## src/rtl/core/ccd_pkg.sv

```systemverilog
// Shared types, constants and mapping functions of the charset character decoder.
package ccd_pkg;

    localparam int unsigned PendDepth = 5;

    typedef enum logic [2:0] {
        CS_UTF8   = 3'd0,
        CS_ASCII  = 3'd1,
        CS_ISO1   = 3'd2,
        CS_ISO15  = 3'd3,
        CS_CP1252 = 3'd4
    } t_charset;

    localparam logic [0:0] REG_CHARSET = 1'b0;

    typedef struct packed {
        logic [7:0] text_byte;
        logic       text_end;
    } t_in_item;

    typedef struct packed {
        logic [30:0] code_point;
        logic        point_valid;
        logic [2:0]  char_bytes;
        logic [1:0]  display_width;
        logic        run_last;
        logic        final_char;
    } t_out_item;

    // controller to datapath
    typedef struct packed {
        logic load;
        logic pop;
    } t_ccd_cmd;

    // datapath to controller
    typedef struct packed {
        logic any;
        logic last;
    } t_ccd_sts;

    localparam logic [15:0] Cp1252Low [32] = '{
        16'h20ac, 16'h0000, 16'h201a, 16'h0192, 16'h201e, 16'h2026, 16'h2020, 16'h2021,
        16'h02c6, 16'h2030, 16'h0160, 16'h2039, 16'h0152, 16'h0000, 16'h017d, 16'h0000,
        16'h0000, 16'h2018, 16'h2019, 16'h201c, 16'h201d, 16'h00b7, 16'h2013, 16'h2014,
        16'h02dc, 16'h2122, 16'h0161, 16'h203a, 16'h0153, 16'h0000, 16'h017e, 16'h0178
    };

    function automatic logic in_rng(logic [30:0] c, logic [30:0] lo, logic [30:0] hi);
        return (c >= lo) && (c <= hi);
    endfunction

    function automatic logic [1:0] cp_width(logic [30:0] c);
        logic [1:0] w;
        w = 2'd1;
        if (in_rng(c, 31'h00300, 31'h0036F) || in_rng(c, 31'h01AB0, 31'h01AFF) ||
            in_rng(c, 31'h01DC0, 31'h01DFF) || in_rng(c, 31'h0200B, 31'h0200F) ||
            in_rng(c, 31'h0202A, 31'h0202E) || in_rng(c, 31'h02060, 31'h02064))
            w = 2'd0;
        else if (in_rng(c, 31'h02E80, 31'h04DBF) || in_rng(c, 31'h04E00, 31'h09FFF) ||
                 in_rng(c, 31'h0FE30, 31'h0FE4F) || in_rng(c, 31'h0FF00, 31'h0FF60) ||
                 in_rng(c, 31'h0FFE0, 31'h0FFE6) || in_rng(c, 31'h20000, 31'h2FA1F))
            w = 2'd2;
        return w;
    endfunction

    // 1..6 for a lead or ASCII byte, 0 otherwise
    function automatic logic [2:0] lead_len(logic [7:0] b);
        logic [2:0] n;
        n = 3'd0;
        if (b[7] == 1'b0)                n = 3'd1;
        else if (b[7:5] == 3'b110)       n = 3'd2;
        else if (b[7:4] == 4'b1110)      n = 3'd3;
        else if (b[7:3] == 5'b11110)     n = 3'd4;
        else if (b[7:2] == 6'b111110)    n = 3'd5;
        else if (b[7:1] == 7'b1111110)   n = 3'd6;
        return n;
    endfunction

    // {valid, code point} for the single-byte charsets
    function automatic logic [16:0] sb_map(logic [2:0] cs, logic [7:0] b);
        logic [15:0] cp;
        logic        ok;
        cp = 16'd0;
        ok = 1'b0;
        case (cs)
            CS_ASCII: begin
                cp = {9'd0, b[6:0]};
                ok = 1'b1;
            end
            CS_ISO1, CS_ISO15, CS_CP1252: begin
                if (b < 8'h80) begin
                    cp = {8'd0, b};
                end else if (b < 8'hA0) begin
                    cp = (cs == CS_CP1252) ? Cp1252Low[b[4:0]] : 16'd0;
                end else if (b != 8'hAD) begin
                    cp = {8'd0, b};
                    if (cs == CS_ISO15) begin
                        case (b)
                            8'hA4: cp = 16'h20ac;
                            8'hA6: cp = 16'h0160;
                            8'hA8: cp = 16'h0161;
                            8'hB4: cp = 16'h017d;
                            8'hB8: cp = 16'h017e;
                            8'hBC: cp = 16'h0152;
                            8'hBD: cp = 16'h0153;
                            8'hBE: cp = 16'h0178;
                            default: cp = {8'd0, b};
                        endcase
                    end
                end
                ok = (b < 8'h80) || (cp != 16'd0);
            end
            default: begin
                cp = 16'd0;
                ok = 1'b0;
            end
        endcase
        return {ok, cp};
    endfunction

endpackage

```

## src/rtl/core/ccd_ctrl.sv

```systemverilog
// Controller of the charset character decoder: accept, then deliver results.
module ccd_ctrl (
    input  logic             i_clk,
    input  logic             i_rst_n,
    input  logic             i_in_valid,
    output logic             o_in_ready,
    output logic             o_out_valid,
    input  logic             i_out_ready,
    input  ccd_pkg::t_ccd_sts i_sts,
    output ccd_pkg::t_ccd_cmd o_cmd
);
    import ccd_pkg::*;

    typedef enum logic {
        ST_IDLE,
        ST_EMIT
    } t_state;

    t_state r_state, n_state;

    always_comb begin
        o_in_ready  = (r_state == ST_IDLE);
        o_out_valid = (r_state == ST_EMIT) && i_sts.any;
        o_cmd.load  = o_in_ready && i_in_valid;
        o_cmd.pop   = o_out_valid && i_out_ready;
        n_state     = r_state;
        case (r_state)
            ST_IDLE: begin
                if (i_in_valid) n_state = ST_EMIT;
            end
            ST_EMIT: begin
                if (!i_sts.any || (o_cmd.pop && i_sts.last)) n_state = ST_IDLE;
            end
            default: n_state = ST_IDLE;
        endcase
    end

    always_ff @(posedge i_clk) begin
        if (!i_rst_n) begin
            r_state <= ST_IDLE;
        end else begin
            r_state <= n_state;
        end
    end

endmodule

```

## src/rtl/core/ccd_dpath.sv

```systemverilog
// Datapath of the charset character decoder: byte buffer, decode and result queue.
module ccd_dpath (
    input  logic              i_clk,
    input  logic              i_rst_n,
    input  logic [2:0]        i_charset,
    input  ccd_pkg::t_in_item i_in_item,
    input  ccd_pkg::t_ccd_cmd i_cmd,
    output ccd_pkg::t_ccd_sts o_sts,
    output ccd_pkg::t_out_item o_out_item
);
    import ccd_pkg::*;

    logic [7:0]  r_pend [PendDepth];
    logic [2:0]  r_pcnt, n_pcnt;
    logic [2:0]  r_elen, n_elen;
    logic [2:0]  r_inv, n_inv;
    logic        r_has_main, n_has_main;
    logic [30:0] r_cp, n_cp;
    logic        r_ok, n_ok;
    logic [2:0]  r_len, n_len;
    logic [1:0]  r_wid, n_wid;
    logic        r_end;
    logic        n_store;
    logic [2:0]  n_store_idx;

    logic [7:0]  b;
    logic [2:0]  ll;
    logic [30:0] asm_cp;
    logic [16:0] sb;
    logic [2:0]  pre;

    assign b  = i_in_item.text_byte;
    assign ll = lead_len(b);
    assign sb = sb_map(i_charset, b);

    always_comb begin
        case (r_elen)
            3'd2:    asm_cp = {20'd0, r_pend[0][4:0], b[5:0]};
            3'd3:    asm_cp = {15'd0, r_pend[0][3:0], r_pend[1][5:0], b[5:0]};
            3'd4:    asm_cp = {10'd0, r_pend[0][2:0], r_pend[1][5:0], r_pend[2][5:0], b[5:0]};
            3'd5:    asm_cp = {5'd0, r_pend[0][1:0], r_pend[1][5:0], r_pend[2][5:0],
                               r_pend[3][5:0], b[5:0]};
            3'd6:    asm_cp = {r_pend[0][0], r_pend[1][5:0], r_pend[2][5:0],
                               r_pend[3][5:0], r_pend[4][5:0], b[5:0]};
            default: asm_cp = 31'd0;
        endcase
    end

    always_comb begin
        n_pcnt      = r_pcnt;
        n_elen      = r_elen;
        n_has_main  = 1'b0;
        n_cp        = 31'd0;
        n_ok        = 1'b0;
        n_len       = 3'd1;
        n_wid       = 2'd0;
        n_store     = 1'b0;
        n_store_idx = r_pcnt;
        pre         = 3'd0;
        if (i_charset == CS_UTF8) begin
            if ((r_pcnt != 3'd0) && (b[7:6] == 2'b10)) begin
                if ((4'(r_pcnt) + 4'd1) == 4'(r_elen)) begin
                    n_has_main = 1'b1;
                    n_cp       = asm_cp;
                    n_ok       = 1'b1;
                    n_len      = r_elen;
                    n_wid      = cp_width(asm_cp);
                    n_pcnt     = 3'd0;
                    n_elen     = 3'd0;
                end else if (r_pcnt < 3'(PendDepth)) begin
                    n_store = 1'b1;
                    n_pcnt  = r_pcnt + 3'd1;
                end
            end else begin
                pre = r_pcnt;
                n_pcnt = 3'd0;
                n_elen = 3'd0;
                if (ll == 3'd1) begin
                    n_has_main = 1'b1;
                    n_cp       = {23'd0, b};
                    n_ok       = 1'b1;
                    n_wid      = cp_width({23'd0, b});
                end else if (ll == 3'd0) begin
                    n_has_main = 1'b1;
                end else begin
                    n_store     = 1'b1;
                    n_store_idx = 3'd0;
                    n_pcnt      = 3'd1;
                    n_elen      = ll;
                end
            end
            // end of text: flush what is still buffered
            if (i_in_item.text_end) begin
                pre    = pre + n_pcnt;
                n_pcnt = 3'd0;
                n_elen = 3'd0;
            end
        end else begin
            pre        = r_pcnt;
            n_pcnt     = 3'd0;
            n_elen     = 3'd0;
            n_has_main = 1'b1;
            n_ok       = sb[16];
            n_cp       = sb[16] ? {15'd0, sb[15:0]} : 31'd0;
            n_wid      = sb[16] ? 2'd1 : 2'd0;
        end
        n_inv = pre;
    end

    always_ff @(posedge i_clk) begin
        if (!i_rst_n) begin
            r_pcnt     <= 3'd0;
            r_elen     <= 3'd0;
            r_inv      <= 3'd0;
            r_has_main <= 1'b0;
        end else if (i_cmd.load) begin
            r_pcnt     <= n_pcnt;
            r_elen     <= n_elen;
            r_inv      <= n_inv;
            r_has_main <= n_has_main;
        end else if (i_cmd.pop) begin
            if (r_inv != 3'd0) r_inv <= r_inv - 3'd1;
            else               r_has_main <= 1'b0;
        end
    end

    always_ff @(posedge i_clk) begin
        if (i_cmd.load) begin
            r_cp  <= n_cp;
            r_ok  <= n_ok;
            r_len <= n_len;
            r_wid <= n_wid;
            r_end <= i_in_item.text_end;
            if (n_store) r_pend[n_store_idx] <= b;
        end
    end

    always_comb begin
        o_sts.any  = (r_inv != 3'd0) || r_has_main;
        o_sts.last = ((r_inv == 3'd1) && !r_has_main) || ((r_inv == 3'd0) && r_has_main);
        if (r_inv != 3'd0) begin
            o_out_item.code_point    = 31'd0;
            o_out_item.point_valid   = 1'b0;
            o_out_item.char_bytes    = 3'd1;
            o_out_item.display_width = 2'd0;
        end else begin
            o_out_item.code_point    = r_cp;
            o_out_item.point_valid   = r_ok;
            o_out_item.char_bytes    = r_len;
            o_out_item.display_width = r_wid;
        end
        o_out_item.run_last   = o_sts.last;
        o_out_item.final_char = o_sts.last && r_end;
    end

endmodule

```

## src/rtl/core/charset_char_decoder.sv

```systemverilog
// Top level of the charset character decoder: register port, controller and datapath.
//
//  channel   direction  handshake                   payload
//  in        sink       i_in_valid / o_in_ready     i_in_item  (text_byte, text_end)
//  out       source     o_out_valid / i_out_ready   o_out_item (one decoded character)
//  config    APB slave  psel, penable, pwrite       paddr, pwdata, prdata
//
// An accepted byte item is followed by the results it yields, all delivered before the next item is taken;
// the result queue in the datapath delivers one result per cycle while the output side is ready.
// A byte that yields nothing still passes through the emit state before the next item is taken.
// Reset is synchronous and clears the buffer count, pending length and charset.
// While the output side stalls the current result holds and no new item is taken.
module charset_char_decoder (
    input  logic               i_clk,
    input  logic               i_rst_n,
    input  logic               i_in_valid,
    output logic               o_in_ready,
    input  ccd_pkg::t_in_item  i_in_item,
    output logic               o_out_valid,
    input  logic               i_out_ready,
    output ccd_pkg::t_out_item o_out_item,
    input  logic               psel,
    input  logic               penable,
    input  logic               pwrite,
    input  logic [2:0]         paddr,
    input  logic [31:0]        pwdata,
    output logic [31:0]        prdata,
    output logic               pready
);
    import ccd_pkg::*;

    logic [2:0] r_charset;
    t_ccd_cmd   cmd;
    t_ccd_sts   sts;
    logic       reg_hit;

    // only word zero holds a register; the low address bits are ignored
    assign reg_hit = (paddr[2] == REG_CHARSET);
    assign pready  = 1'b1;
    assign prdata  = reg_hit ? {29'd0, r_charset} : 32'd0;

    // charset select: written on the APB access phase
    always_ff @(posedge i_clk) begin
        if (!i_rst_n) begin
            r_charset <= CS_UTF8;
        end else if (psel && penable && pwrite && reg_hit) begin
            r_charset <= pwdata[2:0];
        end
    end

    ccd_ctrl u_ctrl (
        .i_clk       (i_clk),
        .i_rst_n     (i_rst_n),
        .i_in_valid  (i_in_valid),
        .o_in_ready  (o_in_ready),
        .o_out_valid (o_out_valid),
        .i_out_ready (i_out_ready),
        .i_sts       (sts),
        .o_cmd       (cmd)
    );

    ccd_dpath u_dpath (
        .i_clk      (i_clk),
        .i_rst_n    (i_rst_n),
        .i_charset  (r_charset),
        .i_in_item  (i_in_item),
        .i_cmd      (cmd),
        .o_sts      (sts),
        .o_out_item (o_out_item)
    );

endmodule

```

## config.mk

```make
export PLATFORM = sky130hd
export DESIGN_NAME = charset_char_decoder
export DESIGN_NICKNAME = d
export VERILOG_FILES = /design/src/rtl/core/ccd_pkg.sv /design/src/rtl/core/ccd_ctrl.sv /design/src/rtl/core/ccd_dpath.sv /design/src/rtl/core/charset_char_decoder.sv
export SDC_FILE = /design/constraint.sdc
export NUM_CORES = 1
export LEC_CHECK = 0
export ABC_AREA = 1
export BUFFER_PORTS_ARGS = -buffer_cell sky130_fd_sc_hd__buf_2
export CAP_MARGIN = 30
export CORE_MARGIN = 10
export CORE_UTILIZATION = 50
export CTS_BUF_LIST = sky130_fd_sc_hd__clkbuf_4 sky130_fd_sc_hd__clkbuf_8 sky130_fd_sc_hd__clkbuf_16
export CTS_CLUSTER_DIAMETER = 200
export DETAILED_ROUTE_END_ITERATION = 6
export PLACE_DENSITY = 0.72
export SLEW_MARGIN = 30
export SYNTH_ARGS = -nofsm -noshare
export SYNTH_HDL_FRONTEND = slang
export SYNTH_SLANG_ARGS = --single-unit
```

## constraint.sdc

```tcl
create_clock -name i_clk -period 5.5 [get_ports i_clk]
set_input_delay 1.1 -clock i_clk [delete_from_list [all_inputs] [get_ports i_clk]]
set_output_delay 1.1 -clock i_clk [all_outputs]
set_load 0.02 [all_outputs]
```

==> out/results.tsv <==
metric	value	unit
Clock Latency Late Sink	0.36	ns
clk slew on worst S/H paths	0.07	ns
CTS Root Cell	clkbuf_16	
postcts setup bufs	0	
port bufs	63	
Initial Util	51.2	%
Syn-to-layout area delta	7.58	%
crit path DAT	3.83	ns
hold crit path type	reg -> reg	
final setup fails	0	
IO Pins	125	
Synth Flop Type	edfxtp_1	
Synth warnings	0	
H-tree depth	3	
Initial DRT Pass Iterations	6	
die width	142	um
vias in the first global route	6803	
min Tclk post-route	3.84	ns
CTS-repair resized insts	0	
Tightest Pin Transition	0.851	ns
vias after detailed routing	7432	
initial antenna violation count	0	
critical path endpoint category	flop	
Unique masters post-synth	51	
Antenna Nets Post-Route	0	
Worst VDD drop	0.000145	V
Slew headroom	42.8	%
# DRC	0	
GP Congestion	0.970	
DIE AREA	0.0202	mm2
total global-route track usage	22.4	%
fin crit share	69.9	%
Post-DP HPWL	17.4	mm
Design Power	1.67	mW
RSZ-0062 raised after global routing	no	
# clock sinks	81	
Final Max Slew Viols	0	
WHS	0.489	ns
status	finished, final reports clean	
leakage	3.85	nW
Routed Wire Length	23.0	mm
# Max-Cap Violations	0	
asr flop ratio synth	0	%
Rows	44	
Avg Cell Area, Syn	6.87	um2
Place WS	1.34	ns
CTS max path bufs	2	
drt wl/cell	17.4	um
initial drt markers	699	
share of cells above drive strength 1	16.4	%
Core Region	0.0145	mm2
Post-Synthesis Cells	1083	
Inserted Clock Buffers	9	
Util after Layout	55.1	%
FMAX	260	MHz
largest net degree at the start of global routing	47	
grt ovf	0	
post-synthesis sequential area ratio	30.8	%
DIE HEIGHT	142	um
final setup TNS	0	ns
pwr/cell area	208	mW/mm2
global-route wire length before repair	36.4	mm
Yosys reg bits	81	
antenna cells	0	
element type at the critical path start	input pin	
hold buffers post-CTS	0	
Mapped Area	0.00744	mm2
Layout Nets	1196	
CTS tree	built	
setup ws final	1.66	ns
EDFF count, synth	67	
Fin. Hold Viols	0	
# fillers	1450	
Crit Path Max Fanout	26	
Worst Skew	0.0130	ns
vias per inst	5.63	
WP data required	5.49	ns
critical path class	in -> reg	
## layer usage
metal	vias to the layer above	part of all wire [%]	GRT usage [%]
li1	3620	-	-
met4	0	2.8	7.96
met2	359	46	35.5
met1	3402	43	29.3
met3	51	8.8	5.07
met5	-	0	0
## critical path: stages
cell	delay (ns)
buf_2	0.42
clkinv_1	0.61
o311a_1	0.54
nor2_1	0.14
nor2_1	0.09
inv_1	0.11
nand2_1	0.09
nor3_1	0.71
## placed cells by master, fill, tap and decap left out, drive strengths merged, types with 5 or more instances in the layout
master | netlist | routed
conb | 2 | 30
clkbuf | 10 | 9
nand3 | 110 | 110
nor2 | 215 | 215
ha | 15 | 15
edfxtp | 67 | 67
o21ai | 47 | 47
nor3 | 23 | 23
o221ai | 9 | 9
clkinv | 4 | 8
o211ai | 7 | 7
dfxtp | 14 | 14
buf | 52 | 70
a31oi | 5 | 5
nand2 | 241 | 241
nand4 | 45 | 45
a21oi | 37 | 37
inv | 149 | 152
## final timing paths
kind                     start                   end  slack, ns  cells past startpoint
max               i_in_item[3]  u_dpath.r_pend[3][2]       1.66                      8
min           u_dpath.r_inv[0]      u_dpath.r_inv[0]       0.49                      2
max reg2reg  u_dpath.r_pcnt[0]  u_dpath.r_pend[3][2]       2.28                     12
min reg2reg   u_dpath.r_inv[0]      u_dpath.r_inv[0]       0.49                      2
## final cells by class
| type | instances | area (um2) | area share (%) |
|---|---|---|---|
| multi-input cells | 815 | 4210 | 52.6 |
| flip-flops and latches | 81 | 2300 | 28.7 |
| inverters | 153 | 589 | 7.36 |
| repair buffers | 70 | 368 | 4.59 |
| well taps | 184 | 230 | 2.88 |
| clock buffers | 9 | 225 | 2.81 |
| clock inverters | 7 | 83.8 | 1.05 |
## synth_stat cells (15+ instances only)
library cell	count	area, um2
nand2_1	212	796
nor2_1	180	676
inv_1	136	510
nand3_1	100	500
edfxtp_1	67	2010
o21ai_0	41	205
a21oi_1	37	185
buf_4	37	278
nand4_1	37	231
nand2_2	26	163
nor3_1	23	115
nor2_2	16	100
ha_1	15	188
## sequential cells by signal (all words and copies together), names as in the netlist
register and flops:
r_charset 3, u_dpath.r_ok 1, u_dpath.r_end 1, u_ctrl.r_state 1, u_dpath.r_elen 3, u_dpath.r_wid 2, u_dpath.r_inv 3, u_dpath.r_cp 31
u_dpath.r_pcnt 3, u_dpath.r_pend 29, u_dpath.r_len 3, u_dpath.r_has_main 1
## where the power goes
group | switching, mW | total, mW | internal [mW]
Clock | 0.298 | 0.623 | 0.325
Sequential | 0.0106 | 0.702 | 0.691
Combinational | 0.253 | 0.342 | 0.0886
Total | 0.562 | 1.67 | 1.10
## cell families (layout without fill, tap and decap cells)
logic type | Yosys count | after routing | synth area share [%]
fa+ha+maj | 15 | 15 | 2.52
simple gates | 644 | 644 | 42.4
other cells | 2 | 30 | 0.101
compound gates | 122 | 122 | 9.73
buf+inv | 215 | 239 | 14.0
flops | 81 | 81 | 30.8
xor+xnor | 4 | 4 | 0.471
## through the flow
step                cell area (um2)  cells
global route                   8010   1319
detailed placement             7690   1303
finish                         8010   1319
CTS                            8000   1319
floorplan                      7550   1111
global placement               7690   1303
No activity file was read; power rests on OpenSTA's default activity.
